<file path="src/hdl/mmts_pkg.sv">
`timescale 1ns / 1ps
// Shared types, codes and sizes for the min/max tracking stack.
// No dependencies; every other file but mmts_ram imports this package.
package mmts_pkg;

    localparam int DEPTH      = 1024;
    localparam int LVL_W      = $clog2(DEPTH + 1);
    localparam int ADDR_W     = $clog2(DEPTH);
    localparam int WORD_W     = 32;
    localparam int FIFO_DEPTH = 2;
    localparam int QPTR_W     = $clog2(FIFO_DEPTH);
    localparam int QCNT_W     = $clog2(FIFO_DEPTH + 1);

    localparam logic [2:0] FN_PUSH = 3'd0;
    localparam logic [2:0] FN_POP  = 3'd1;
    localparam logic [2:0] FN_TOP  = 3'd2;
    localparam logic [2:0] FN_MAX  = 3'd3;
    localparam logic [2:0] FN_MIN  = 3'd4;

    localparam logic [1:0] ST_OK        = 2'd0;
    localparam logic [1:0] ST_OVERFLOW  = 2'd1;
    localparam logic [1:0] ST_UNDERFLOW = 2'd2;
    localparam logic [1:0] ST_EMPTY     = 2'd3;

    // work kinds handed from front to back
    localparam logic [1:0] K_NONE = 2'd0;
    localparam logic [1:0] K_PUSH = 2'd1;
    localparam logic [1:0] K_READ = 2'd2;

    typedef struct packed {
        logic [2:0]               func;
        logic signed [WORD_W-1:0] value;
    } cmd_t;

    typedef struct packed {
        logic [1:0]               status;
        logic signed [WORD_W-1:0] data;
    } res_t;

    typedef struct packed {
        logic [1:0]               kind;
        logic [2:0]               func;
        logic [1:0]               status;
        logic                     first;
        logic [ADDR_W-1:0]        addr;
        logic signed [WORD_W-1:0] value;
    } op_t;

    typedef struct packed {
        logic signed [WORD_W-1:0] entry;
        logic signed [WORD_W-1:0] max;
        logic signed [WORD_W-1:0] min;
    } level_t;

    localparam int LEVEL_W = $bits(level_t);

endpackage

</file>
<file path="src/hdl/mmts_fifo.sv">
`timescale 1ns / 1ps
// Short request queue between the front and back parts.
// Depends on mmts_pkg.
module mmts_fifo (
    input  logic          clk,
    input  logic          rst_n,
    input  logic          push,
    input  mmts_pkg::op_t wdata,
    input  logic          pop,
    output mmts_pkg::op_t head,
    output logic          empty,
    output logic          full
);
    import mmts_pkg::*;

    op_t               mem_reg [FIFO_DEPTH];
    logic [QPTR_W-1:0] wr_ptr_reg, wr_ptr_next;
    logic [QPTR_W-1:0] rd_ptr_reg, rd_ptr_next;
    logic [QCNT_W-1:0] count_reg, count_next;

    assign empty = (count_reg == '0);
    assign full  = (count_reg == QCNT_W'(FIFO_DEPTH));
    assign head  = mem_reg[rd_ptr_reg];

    always_comb
    begin
        wr_ptr_next = wr_ptr_reg;
        rd_ptr_next = rd_ptr_reg;
        count_next  = count_reg;
        if (push)
        begin
            wr_ptr_next = (wr_ptr_reg == QPTR_W'(FIFO_DEPTH - 1)) ? '0 : wr_ptr_reg + 1'b1;
        end
        if (pop)
        begin
            rd_ptr_next = (rd_ptr_reg == QPTR_W'(FIFO_DEPTH - 1)) ? '0 : rd_ptr_reg + 1'b1;
        end
        if (push && !pop)
        begin
            count_next = count_reg + 1'b1;
        end
        else if (pop && !push)
        begin
            count_next = count_reg - 1'b1;
        end
    end

    always_ff @(posedge clk or negedge rst_n)
    begin
        if (!rst_n)
        begin
            wr_ptr_reg <= '0;
            rd_ptr_reg <= '0;
            count_reg  <= '0;
        end
        else
        begin
            wr_ptr_reg <= wr_ptr_next;
            rd_ptr_reg <= rd_ptr_next;
            count_reg  <= count_next;
        end
    end

    always_ff @(posedge clk)
    begin
        if (push)
        begin
            mem_reg[wr_ptr_reg] <= wdata;
        end
    end

endmodule

</file>
<file path="config.mk">
export PLATFORM = sky130hd
export DESIGN_NAME = mmts_fifo
export DESIGN_NICKNAME = d
export VERILOG_FILES = /design/src/hdl/mmts_pkg.sv /design/src/hdl/mmts_fifo.sv
export SDC_FILE = /design/constraint.sdc
export NUM_CORES = 1
export LEC_CHECK = 0
export ABC_AREA = 1
export BUFFER_PORTS_ARGS = -buffer_cell sky130_fd_sc_hd__buf_4
export CORE_MARGIN = 2
export CORE_UTILIZATION = 56
export DETAILED_ROUTE_END_ITERATION = 8
export GPL_ROUTABILITY_DRIVEN = 1
export HOLD_SLACK_MARGIN = 0.08
export PLACE_DENSITY = 0.84
export SYNTH_ARGS = -nofsm -noshare
export SYNTH_HDL_FRONTEND = slang
export SYNTH_SLANG_ARGS = --single-unit
</file>
<file path="constraint.sdc">
create_clock -name clk -period 5.38 [get_ports clk]
set_input_delay 0.269 -clock clk [delete_from_list [all_inputs] [get_ports clk]]
set_output_delay 0.269 -clock clk [all_outputs]
set_load 0.05 [all_outputs]
</file>
==> Word-level counts from Yosys, hierarchy flattened <==
Memory sizes are Yosys's and may differ from the RTL's.
Index checks and enable logic that the tools add are counted.
{ "word_totals": {"regBits": 4, "ramBits": 100, "output_inout_bits": 52, "mem_count": 1} }
{ "classes": {"add_sub_neg": 4, "n_eq_ne": 1, "muxes": 6, "n_reduce_logical": 6} }
{ "memory_table": {"columns": ["name", "depth", "width", "rd", "rd_clocked_by_memory_dff", "wr", "line", "source"], "rows": [
  ["mem_reg", 2, 50, 1, 0, 1, "mmts_fifo.sv:16", "op_t mem_reg [FIFO_DEPTH];"]
]} }
{ "ops": {"columns": ["operator", "n"], "rows": [
  ["1-bit 2-to-1 mux", 4],
  ["2-bit 2-to-1 mux", 2],
  ["1-bit adder (second input constant)", 2],
  ["2-bit by 1-bit adder with 2-bit output (second input constant)", 1],
  ["2-bit equality test (second input constant)", 1],
  ["1-bit logical AND", 2],
  ["1-bit zero test", 2],
  ["2-bit zero test", 1],
  ["2-bit nonzero test", 1],
  ["2-bit by 1-bit subtractor with 2-bit output (second input constant)", 1]
]} }

==> Logic depth before layout (Yosys ltp) <==
{ "logic_depth": {"word_depth": 4, "ltp_mapped": 7} }

==> Least setup slack after synthesis <==
Ideal clock, no wire load.
{ "synth_timing": {"path_kind": "reg2reg", "startpoint": "register wr_ptr_reg", "endpoint": "memory mem_reg[0][0] in the netlist's numbering, enable pin", "setup_ns": 0.459, "arrival_time_ns": 2.508, "setup_slack_ns": 2.413, "path_stages_with_launch": 2, "n_path_buf": 0, "cell_sequence": "dfrtp_1 -> nor2_1"} }
{ "synth_lines": {"columns": ["item", "line", "source"], "rows": [
  ["start: declaration", "mmts_fifo.sv:17", "logic [QPTR_W-1:0] wr_ptr_reg, wr_ptr_next;"],
  ["start signal: assignment", "mmts_fifo.sv:58", "wr_ptr_reg <= wr_ptr_next;"],
  ["end: declaration", "mmts_fifo.sv:16", null]
]} }
Straight into the memory's write port.

==> impl_metrics.json <==
{
  "outcome": "complete, no violations",
  "p_leak_nw": 2.163,
  "drtIter0Drc": 89,
  "grt.overflow.total": 0,
  "required_ps": 5110,
  "synthTopCellsByArea": "edfxtp_1 74%, mux2_4 18%, buf_12 2.5%",
  "vias": 1989,
  "htree_levels": 3,
  "power_frac_seq_pct": 40.1,
  "wl_met2_mm": 3.441,
  "clockPowerShare_pct": 15.9,
  "most-common-layout-cells": "106 x buf_4, 100 x edfxtp_1, 49 x mux2_4, 21 x dlygate4sd3_1, 9 x clkbuf_8",
  "die_area_um2": 7961,
  "slew_viol_final": 0,
  "layout.nets": 368,
  "placed_area_um2": 4887,
  "firstDrtPassIters": 4,
  "numClockSinks": 104,
  "clkSlewWorstSetupHoldPaths_ps": 90,
  "r2r_slack_ps": 3560,
  "finalSetupViolCount": 0,
  "wl_met3_um": 410,
  "finalHoldViolCount": 0,
  "fmax_mhz": 434.7,
  "p_sw_share_pct": 39.01,
  "remaining_drc_errors": 0,
  "port_buffers": 105,
  "layout_commonest_cell": "buf_4",
  "synth_warnings": 0,
  "combPwrFrac_pct": 44.0,
  "cts_max_path_buffers": 2,
  "critPathMaxFanout": 51,
  "max-cap-violations": 0,
  "num_io_pins": 106,
  "skew_ps": 9.135,
  "synth_top_area_share_pct": 73.82,
  "cell_internal_pwr_mw": 1.864,
  "p_switching_mw": 1.192,
  "drive_above_1_share_pct": 54.60,
  "top_layer_used": "met4",
  "drt-vias-per-instance": 4.804,
  "p_total_mw": 3.056,
  "period_needed_ps": 2301,
  "design_area_um2": 5294,
  "synth.avg_cell_area_um2": 22.47,
  "root_buffer": "clkbuf_8",
  "row_count": 31,
  "p_per_area_nw_per_um2": 577.3,
  "numCtsBuffers": 9,
  "critical_path_class": "flip-flop to output port",
  "cp_slowest_cell": "dfrtp_4",
  "hp-class": "input port to flip-flop",
  "final_core_util_pct": 74.18,
  "crit_family": "flip-flops",
  "synth-seq-cells": 104,
  "max_stage_delay_ps": 1050,
  "initial_core_util_pct": 57.00,
  "critPathBufInv": 1,
  "nFillCells": 453,
  "synth_cell_type_count": 14,
  "min_period_over_period_pct": 42.76,
  "seq_area_frac_synth_pct": 76.28,
  "cts_tree": "yes",
  "insertion_delay_ps": 340,
  "place_congestion": 0.6721,
  "end_kind": "output port",
  "synth_area_um2": 4068,
  "postRouteAntennaNets": 0,
  "ir_worst_vdd_v": 0.0004064,
  "antenna_found_initial": 0,
  "grt_util_all_layers_pct": 15.41,
  "start_kind": "flip-flop",
  "die_x_um": 89.23,
  "cts_resized": 0,
  "syn_nets": 236,
  "arrival_ps": 2030,
  "drt-met1-wl_mm": 2.573,
  "die_h_um": 89.23,
  "synth_largest_area_cell": "edfxtp_1",
  "max_slew.worst_pin.slew_ps": 1108,
  "first_global_vias": 1802,
  "rsz0062_at_grt": "no",
  "grt_pass1_wl_mm": 8.714,
  "setup_tns_ps": 0,
  "largest_reg_flops": 100,
  "antenna_cells": 0,
  "postSynthCellCount": 181,
  "syn_to_final_growth_pct": 30.14,
  "grt_start_max_net_pins": 52,
  "wl_mm": 6.525,
  "coreArea_um2": 7137,
  "hpwlAfterDp_mm": 3.977,
  "path_cells": "mux2_2 > buf_4",
  "slew_headroom_pct": 26.16,
  "wl_per_cell_um": 15.76
}
Yosys cell counts:
library cell,number
nor2_1,3
mux2_4,49
buf_6,1
buf_12,5
nand3_1,1
dfrtp_1,4
inv_1,7
nand4_1,1
edfxtp_1,100
mux2_2,1
ha_1,1
xor2_1,2
xnor2_1,1
nand2_1,5
per-layer routing:
layer	track usage, %	vias up
met5	0	-
met4	6.920	0
met3	5.171	9
met2	25.12	71
met1	18.78	957
li1	-	952
per-stage QoR:
stage	setup WS [ps]	hold WS [ps]	std cells
after global routing	2965	80.72	414
after global placement	3444	68.94	380
after floorplan	2413	-26.59	181
final	3079	103.5	414
after detailed placement	3442	68.62	380
after CTS	3049	82.72	395
worst paths after layout:
check                                  start        endpoint  cells past startpoint
worst min-delay path               wdata[42]  mem_reg[1][42]                      1
min in group asynchronous              rst_n    count_reg[0]                      2
worst max register to register    wr_ptr_reg   mem_reg[0][5]                      2
max in group asynchronous              rst_n      rd_ptr_reg                      2
worst max-delay path              rd_ptr_reg        head[29]                      2
worst min register to register  count_reg[1]    count_reg[1]                      2
power by group through the flow:
stage | Sequential (mW) | Clock (mW) | Combinational (mW)
6_report | 1.23 | 0.487 | 1.34
4_1_cts | 1.23 | 0.499 | 1.34
5_1_grt | 1.25 | 0.529 | 1.40
3_3_place_gp | 1.24 | 0 | 1.33
2_1_floorplan | 1.14 | 0 | 1.18
3_5_place_dp | 1.25 | 0 | 1.34
area by class of cell:
type / instances / area (um^2) / area share [%]
clock buffers: 9 / 123.9 / 2.340
multi-input cells: 64 / 834.6 / 15.76
inverters: 7 / 26.28 / 0.4963
well taps: 99 / 123.9 / 2.340
clock inverters: 4 / 72.57 / 1.371
repair buffers: 127 / 1006 / 19.00
flip-flops and latches: 104 / 3107 / 58.69
timing repair:
action / in CTS / in global routing
endpoints found under the hold margin: 5 / 35
endpoints found under the setup margin: 0 / 0
hold buffers: 2 / 19
buffers inserted: 0 / 0
logic make-up after synthesis:
group / Yosys count / synth area share [%]
flip-flops: 104 / 76.28
AND/OR/NAND/NOR: 10 / 1.015
XOR/XNOR: 3 / 0.6461
adder cells (fa/ha/maj): 1 / 0.3075
multiplexers: 50 / 18.36
buffers and inverters: 13 / 3.384
Power figures use the tool's default switching activity.
