### config.mk
export PLATFORM = sky130hd
export DESIGN_NAME = mmts_front
export DESIGN_NICKNAME = d
export VERILOG_FILES = /design/src/hdl/mmts_pkg.sv /design/src/hdl/mmts_front.sv
export SDC_FILE = /design/constraint.sdc
export NUM_CORES = 1
export LEC_CHECK = 0
export BUFFER_PORTS_ARGS = -buffer_cell sky130_fd_sc_hd__clkbuf_2
export CAP_MARGIN = 10
export CORE_ASPECT_RATIO = 1.2
export CORE_MARGIN = 2
export CORE_UTILIZATION = 35
export DETAILED_ROUTE_END_ITERATION = 8
export PLACE_DENSITY = 0.68
export SLEW_MARGIN = 20
export SYNTH_ARGS = -nofsm -noshare
export SYNTH_HDL_FRONTEND = slang
export SYNTH_SLANG_ARGS = --single-unit
export TNS_END_PERCENT = 20
### constraint.sdc
create_clock -name clk -period 4.1 [get_ports clk]
set_input_delay 0.205 -clock clk [delete_from_list [all_inputs] [get_ports clk]]
set_output_delay 0.205 -clock clk [all_outputs]
set_load 0.01 [all_outputs]
### src/hdl/mmts_pkg.sv
`timescale 1ns / 1ps
// Shared types, codes and sizes for the min/max tracking stack.
// No dependencies; every other file but mmts_ram imports this package.
package mmts_pkg;

    localparam int DEPTH      = 1024;
    localparam int LVL_W      = $clog2(DEPTH + 1);
    localparam int ADDR_W     = $clog2(DEPTH);
    localparam int WORD_W     = 32;
    localparam int FIFO_DEPTH = 2;
    localparam int QPTR_W     = $clog2(FIFO_DEPTH);
    localparam int QCNT_W     = $clog2(FIFO_DEPTH + 1);

    localparam logic [2:0] FN_PUSH = 3'd0;
    localparam logic [2:0] FN_POP  = 3'd1;
    localparam logic [2:0] FN_TOP  = 3'd2;
    localparam logic [2:0] FN_MAX  = 3'd3;
    localparam logic [2:0] FN_MIN  = 3'd4;

    localparam logic [1:0] ST_OK        = 2'd0;
    localparam logic [1:0] ST_OVERFLOW  = 2'd1;
    localparam logic [1:0] ST_UNDERFLOW = 2'd2;
    localparam logic [1:0] ST_EMPTY     = 2'd3;

    // work kinds handed from front to back
    localparam logic [1:0] K_NONE = 2'd0;
    localparam logic [1:0] K_PUSH = 2'd1;
    localparam logic [1:0] K_READ = 2'd2;

    typedef struct packed {
        logic [2:0]               func;
        logic signed [WORD_W-1:0] value;
    } cmd_t;

    typedef struct packed {
        logic [1:0]               status;
        logic signed [WORD_W-1:0] data;
    } res_t;

    typedef struct packed {
        logic [1:0]               kind;
        logic [2:0]               func;
        logic [1:0]               status;
        logic                     first;
        logic [ADDR_W-1:0]        addr;
        logic signed [WORD_W-1:0] value;
    } op_t;

    typedef struct packed {
        logic signed [WORD_W-1:0] entry;
        logic signed [WORD_W-1:0] max;
        logic signed [WORD_W-1:0] min;
    } level_t;

    localparam int LEVEL_W = $bits(level_t);

endpackage

### src/hdl/mmts_front.sv
`timescale 1ns / 1ps
// Front part: takes commands, keeps the fill level and classifies each request.
// Depends on mmts_pkg.
module mmts_front (
    input  logic           clk,
    input  logic           rst_n,
    input  logic           start,
    input  mmts_pkg::cmd_t cmd,
    input  logic           q_full,
    output logic           busy,
    output logic           q_push,
    output mmts_pkg::op_t  q_op
);
    import mmts_pkg::*;

    logic [LVL_W-1:0] fill_reg, fill_next;
    logic             is_empty;
    logic             is_full;

    assign busy     = q_full;
    assign q_push   = start && !q_full;
    assign is_empty = (fill_reg == '0);
    assign is_full  = (fill_reg == LVL_W'(DEPTH));

    always_comb
    begin
        fill_next    = fill_reg;
        q_op.kind    = K_NONE;
        q_op.func    = cmd.func;
        q_op.status  = ST_OK;
        q_op.first   = is_empty;
        q_op.addr    = fill_reg[ADDR_W-1:0];
        q_op.value   = cmd.value;
        case (cmd.func)
            FN_PUSH:
            begin
                if (is_full)
                begin
                    q_op.status = ST_OVERFLOW;
                end
                else
                begin
                    q_op.kind = K_PUSH;
                    fill_next = fill_reg + 1'b1;
                end
            end
            FN_POP:
            begin
                if (is_empty)
                begin
                    q_op.status = ST_UNDERFLOW;
                end
                else
                begin
                    fill_next = fill_reg - 1'b1;
                end
            end
            FN_TOP, FN_MAX, FN_MIN:
            begin
                if (is_empty)
                begin
                    q_op.status = ST_EMPTY;
                end
                else
                begin
                    q_op.kind = K_READ;
                    q_op.addr = fill_reg[ADDR_W-1:0] - 1'b1;
                end
            end
            default:
            begin
                q_op.kind = K_NONE;
            end
        endcase
    end

    always_ff @(posedge clk or negedge rst_n)
    begin
        if (!rst_n)
        begin
            fill_reg <= '0;
        end
        else if (q_push)
        begin
            fill_reg <= fill_next;
        end
    end

endmodule

* Yosys cells after proc, flatten, opt, wreduce, memory -nomap -nowiden
Cells that the tools add are included.
** Operators by class
- $add $sub $neg :: 3
- Equal/unequal tests :: 7
- Multiplexer cells :: 12
- Reduce and logical (&&, ||, !) cells :: 7
** Operators with widths (number)
- 11-bit two-way mux :: 2
- 11-bit case mux with 2 select lines :: 1
- 10-bit two-way mux :: 2
- 11-bit by 1-bit adder with 11-bit output (second input constant) :: 1
- 11-bit equality test (second input constant) :: 1
- 11-bit zero test :: 1
- 11-bit by 1-bit subtractor with 11-bit output (second input constant) :: 1
- 10-bit by 1-bit subtractor with 10-bit output (second input constant) :: 1
- 3-bit by 2-bit equality test with 1-bit output (second input constant) :: 2
- 2-bit two-way mux :: 3
- 2-bit case mux with 3 select lines :: 1
- 2-bit inequality test (second input constant) :: 2
- 2-bit case mux with 2 select lines :: 1
- 4-bit AND reduction :: 1
- 3-bit by 1-bit equality test with 1-bit output (second input constant) :: 1
- 3-bit equality test (second input constant) :: 1
- 3-bit zero test :: 1
- 3-bit OR reduction :: 1
- 1-bit two-way mux :: 2
- 2-bit nonzero test :: 1
- 1-bit logical AND :: 1
- 1-bit zero test :: 1
** Word-level totals
- Register bits after elaboration :: 11
- Input port bits :: 39
- Output and inout port bits :: 52

* Depth between registers and ports, before layout
Gate-level depths: netlist of run 1.
- Depth in word-level cells :: 3
- Depth in mapped cells :: 10
- Depth with buffers taken out :: 10

* Worst setup path after synthesis of run 1
Ideal clock, no wire load.
- Path type :: register -> output
- From :: register fill_reg[0]
- To :: output q_op[39] in the netlist's numbering
- Arrival :: 1.999 ns
- Required time :: 3.895 ns
- Slack :: 1.896 ns
- Cell stages (with the launch flop) :: 9
- Buffers on the path :: 0
- Cells stage by stage :: dfrtp_1 inv_1 ha_1 or3b_2 nor4_4 nor2_2 nand2_1 nor4_1 xor2_1
** RTL lines
- start: declaration :: RTL line mmts_front.sv:16 : logic [LVL_W-1:0] fill_reg, fill_next;
- start signal: assignment :: RTL line mmts_front.sv:85 : fill_reg <= fill_next;
- end: declaration :: RTL line mmts_front.sv:12 : output mmts_pkg::op_t q_op

==> metrics, run 1 <==
crit share post-route=66.9%; Die Wd=62.4 µm; Synth Net Count=219; Post-synth EDFFs=0; CTS resizes=0; DR WL/cell=12.0 µm; leak pwr=0.000654 µW; Total Nets Final=211; sequential cell area=275 µm²; sequential element share of the synthesized area=19.2%; type of origin of the critical path=flop; Largest register FFs=11; simple-gate share of the synthesized area=19.7%; GR Overflow Total=0; Async SR Flop Fraction=100%; DPL Wire Length=2050 µm; vias per inst=4.74; crit path kind=reg2out; area delta synth->final=-4.54%; Yosys cell types=40; cell accounting for the most synthesized area=buf_4; Achievable Freq=0.365 GHz; Hold Path Class=in2async; vias in the first global route=951; # diodes=0; RSZ-0062 raised after global routing=no; vias=1015; die height=74.1 µm; Clock Power Share=12.5%; post-CTS setup buffers=0; CTS tree=yes; gpl congestion=0.779; CP max-delay cell=or3b_2; switching share of total power=47.5%; cell count after synthesis=169; main combinational cell family by area after synthesis=buffers and inverters; layout cell share with drive strength beyond 1=28.1%; drt pass-1 iters=4; Worst-Margin Slew=0.541 ns; Cell Chain, Critical Path=inv_1, ha_1, or3b_2, nor4_4, nor2_2, nand2_2, or3_1, xnor2_1, clkbuf_2; DRC viols=0; Syn Area/Cell=8.48 µm²; Port-buffer cells=26; CP arrival=2.54 ns; initial DRC count=51; Comb pwr share=60.1%; first-pass GRT wire length=4310 µm; Mapped Area=1430 µm²; CTS Buffer Depth=2; Setup WS pre-CTS=1.56 ns; worst-skew pair later-pin latency=0.24 ns; Synth Area in XOR/XNOR=10.4%; Tmin final=2.74 ns; antenna violations before repair=0; synthesized-area fraction occupied by adder cells=10.1%; Area contributors post-synth=buf_4, dfrtp_1, ha_1, xnor2_1, o21ai_2; Power Internal=458 µW; Primary FF master, synth=dfrtp_1; setup_tns=0 ns; Hold Vio Cnt, Final=0; sequential fraction of design power=27.4%; top-count cell post-synth=buf_4; Synth top cells by count=buf_4, nand2_1, dfrtp_1; I/O pin count=91; status=complete, no violations; mux share of post-synthesis cell area=1.40%; Fin Clk Skew=0.00302 ns; cell area power density=637 nW/µm²; Initial Utilization=36.4%; Clk pin slew, worst setup/hold paths=0.05 ns; CTS H-tree lvls=1; area of the multi-input gates=826 µm²; Filler Cells Inserted=419; fin worst setup slack=1.36 ns; Slew HR=63.7%; worst-path maximum fanout=8; Antenna Nets Post-Route=0; Setup Viol. Count Final=0; total core area=3940 µm²; row cnt=25; GR Util All Layers=11.7%; Detailed Route WL=2570 µm; top cell type's share of synthesized area=19.4%; Setup crit end kind=primary output; Psw=414 µW; Clock Sinks=11; VDD IR-drop max=0.148 mV; #FFs+latches synth=11; fin. max-slew vios=0; total CTS buffers=3; synth warn=0; Root Buffer=clkbuf_8; pin count of the biggest net entering global routing=22; Util after Layout=34.7%; CP Data Required Time=3.89 ns; max cap viols=0; crit-path max cell delay=0.51 ns; Die ar.=4630 µm²; Compound-Gate Fraction of Synth Area=16.0%
[final timing paths]
check	start	end	slack (ns)	cells past startpoint
max in group asynchronous	rst_n	fill_reg[7]$_DFFE_PN0P_	3.49	2
hold / removal	rst_n	fill_reg[0]$_DFFE_PN0P_	0.38	2
setup / recovery	fill_reg[0]$_DFFE_PN0P_	q_op[38]	1.36	9
hold reg to reg	fill_reg[0]$_DFFE_PN0P_	fill_reg[0]$_DFFE_PN0P_	0.57	1
setup reg to reg	fill_reg[0]$_DFFE_PN0P_	fill_reg[10]$_DFFE_PN0P_	1.56	8
min in group clk	cmd[0]	q_op[0]	0.41	0
[final cells by class]
| cell class | count | area share (%) |
|---|---|---|
| Clock buffer | 4 | 3.29 |
| Inverter | 4 | 1.10 |
| Multi-Input combinational cell | 114 | 60.3 |
| Sequential cell | 11 | 20.1 |
| Tap cell | 54 | 4.94 |
| Timing Repair Buffer | 27 | 10.2 |
[stage by stage]
stage	cells	hold slack, ns	instance area (µm²)	power, µW
6_report	214	0.379	1370	872
4_1_cts	214	0.382	1370	882
5_1_grt	214	0.410	1370	952
3_5_place_dp	209	0.102	1310	767
2_1_floorplan	169	-0.0906	1430	643
3_3_place_gp	209	0.101	1310	762
[what timing repair did]
action                                 CTS  global route
endpoints found under the hold margin   11             0
hold buffers                             1             0
setup endpoints to repair                0             0
[metal layers]
metal | track usage (%) | share of wire [%]
met5 | 0 | 0
met4 | 7.65 | 3.0
met3 | 1.06 | 5.3
met2 | 21.5 | 50
met1 | 13.1 | 42
[power by group through the flow]
stage	logic, µW	clock network, µW	registers [µW]
2_1_floorplan	437	0	206
3_3_place_gp	523	0	239
3_5_place_dp	525	0	242
4_1_cts	529	113	240
5_1_grt	583	119	250
6_report	524	109	239
[cells by family after synthesis]
group	count (synthesis)
mux	2
buf+inv	44
flops	11
fa+ha+maj	11
simple gates	51
compound gates	33
xor+xnor	17
[worst max-delay path, delay by kind of cell, from the launching register on]
family | cells | cell delay, ns
DFF | 1 | 0.43
and+or+nand+nor | 5 | 1.21
buffers and inverters | 2 | 0.33
adders and majority gates | 1 | 0.20
xor gates and xnor gates | 1 | 0.12
[layout by cell type, fill, tap and decap left out, drive strengths merged, types with 4 or more instances in the layout]
master / netlist / layout
nor2: 10 / 10
a21oi: 7 / 7
o21ai: 15 / 15
xnor2: 10 / 10
clkbuf: 0 / 30
xor2: 7 / 7
ha: 10 / 10
inv: 4 / 4
nand2: 19 / 19
nor2b: 4 / 4
nor4: 4 / 4
dfrtp: 11 / 11
Note: power is estimated with default switching activity, not from simulation.
==> inputs of run 2 (changes only) <==
- ABC_AREA: unset -> 1
- PLACE_DENSITY: 0.68 -> unset
- clock period: 4.1 -> 2.8 ns (I/O delays scaled with it)
==> run 2 against run 1 <==
Net effect: critical path depth unchanged; largest power group unchanged; via count up 47%; critical endpoint is now q_op[35]; utilization up 1.3 points; wire length up 34%.
==> metrics, run 2 <==
total core area=4660 µm²; Antenna Nets Post-Route=0; Setup Viol. Count Final=0; # diodes=0; drt pass-1 iters=5; CTS resizes=0; Slew HR=67.3%; vias per inst=4.61; CTS Buffer Depth=2; VDD IR-drop max=0.208 mV; Clk pin slew, worst setup/hold paths=0.05 ns; Achievable Freq=0.460 GHz; Primary FF master, synth=dfrtp_1; CP arrival=2.04 ns; Async SR Flop Fraction=100%; Area contributors post-synth=nand2_1, buf_4, dfrtp_1, ha_1, inv_1; Area after DPL=1620 µm²; vias in the first global route=1278; setup_tns=0 ns; total CTS buffers=3; Final Non-Filler Cells=323; cell area power density=891 nW/µm²; Die Wd=68 µm; area delta synth->final=-2.47%; Synth Net Count=323; Yosys cell types=26; #FFs+latches synth=11; status=complete, no violations; first-pass GRT wire length=5420 µm; layout cell share with drive strength beyond 1=21.9%; startpoint of the worst register-to-register path=fill_reg[0]$_DFFE_PN0P_; GR Overflow Total=0; Syn Area/Cell=6.30 µm²; Clock Sinks=11; Hold WS=0.280 ns; worst-skew pair later-pin latency=0.24 ns; crit share post-route=77.7%; DR WL/cell=10.7 µm; Detailed Route WL=3440 µm; row cnt=27; crit path kind=reg2out; commonest non-fill, non-tap cell in the layout=nand2_1; Total Nets Final=316; GR Util All Layers=12.6%; Tmin final=2.18 ns; pin count of the biggest net entering global routing=12; cell count after synthesis=273; Port-buffer cells=26; fin. max-slew vios=0; DRC viols=0; commonest non-fill, non-tap cells in the layout=nand2_1, inv_1, clkbuf_2, nor2_1, nand3_1; reg-to-reg slack, setup=0.98 ns; DPL Wire Length=2850 µm; crit path to=q_op[35]; CP Launch Point=fill_reg[0]$_DFFE_PN0P_; worst reg2reg path depth=9; Worst-Margin Slew=0.490 ns; die height=80.8 µm; sequential element share of the synthesized area=16.0%; CTS tree=yes; type of origin of the critical path=flop; initial DRC count=49; worst-path maximum fanout=7; CTS H-tree lvls=1; Hold Vio Cnt, Final=0; CP Data Required Time=2.66 ns; Largest register FFs=11; I/O pin count=91; Hold Path Class=in2out; Setup crit end kind=primary output; leak pwr=0.000980 µW; Initial Utilization=36.9%; PnR Total Power=1490 µW; Mapped Area=1720 µm²; cell accounting for the most synthesized area=nand2_1; vias=1488; Die ar.=5490 µm²; final instance area=1680 µm²; gpl congestion=0.843; cell count after placement=318; Post-synth EDFFs=0; antenna violations before repair=0; synth warn=0; Fin Clk Skew=0.00149 ns; Synth top cells by count=nand2_1, buf_4, inv_1; top cell type's share of synthesized area=19.4%; top-count cell post-synth=nand2_1; max cap viols=0; RSZ-0062 raised after global routing=no; FF-to-FF End=fill_reg[6]$_DFFE_PN0P_; Root Buffer=clkbuf_8
==> run 2: cells by family after synthesis <==
logic type	Yosys count	synth area share, %
AO/OA/AOI/OAI	17	5.67
XOR/XNOR	11	6.04
adder cells (fa/ha/maj)	11	8.44
buffers and inverters	75	25.3
flip-flops	11	16.0
AND/OR/NAND/NOR	148	38.5
==> run 2: layout make-up <==
| class | count | area [µm²] |
|---|---|---|
| repair buffers | 27 | 140 |
| inverters | 36 | 135 |
| multi-input cells | 187 | 1010 |
| fillers | 515 | 2980 |
| well taps | 58 | 72.6 |
| flip-flops and latches | 11 | 275 |
| clock buffers | 4 | 45.0 |
==> run 2: per-layer routing <==
metal	vias up	wire length, µm	track usage (%)
met4	0	40	4.80
met2	31	1650	23.6
li1	797	-	-
met3	6	174	0.970
met5	-	0	0
met1	654	1570	14.5
==> run 2: worst min-delay path by stage <==
stage / from / end / slack [ns] / cells past startpoint
global placement: rst_n / fill_reg[4]$_DFFE_PN0P_ / 0.03 / 1
detailed placement: rst_n / fill_reg[4]$_DFFE_PN0P_ / 0.04 / 1
finish: cmd[0] / q_op[0] / 0.28 / 0
CTS: cmd[13] / q_op[13] / 0.28 / 0
floorplan: rst_n / fill_reg[0]$_DFFE_PN0P_ / -0.16 / 0
global route: cmd[0] / q_op[0] / 0.28 / 0
==> run 2: metrics by stage <==
step	setup slack, ns	utilization, %
after floorplan	1.16	-
after global placement	0.880	34.8
after detailed placement	0.842	34.8
after CTS	0.582	36.0
after global routing	0.449	36.0
final	0.624	36.0
==> run 2: timing repair <==
| action | CTS | global route |
|---|---|---|
| hold endpoints to repair | 11 | 0 |
| setup buffers | 0 | 0 |
| hold buffers | 1 | 0 |
==> run 2: critical path, stage by stage (launching register included) <==
cell and delay [ns]:
dfrtp_1 0.40, inv_1 0.24, ha_1 0.28, nand2_2 0.12, nor2_4 0.17, nand2_2 0.11
nand2_2 0.13, nor2_1 0.06, xor2_1 0.13, clkbuf_2 0.15
==> run 2: where the power goes <==
group          switching (µW)  internal, µW
Combinational             613           380
Clock                    60.3           100
Sequential                112           230
Total                     785           710
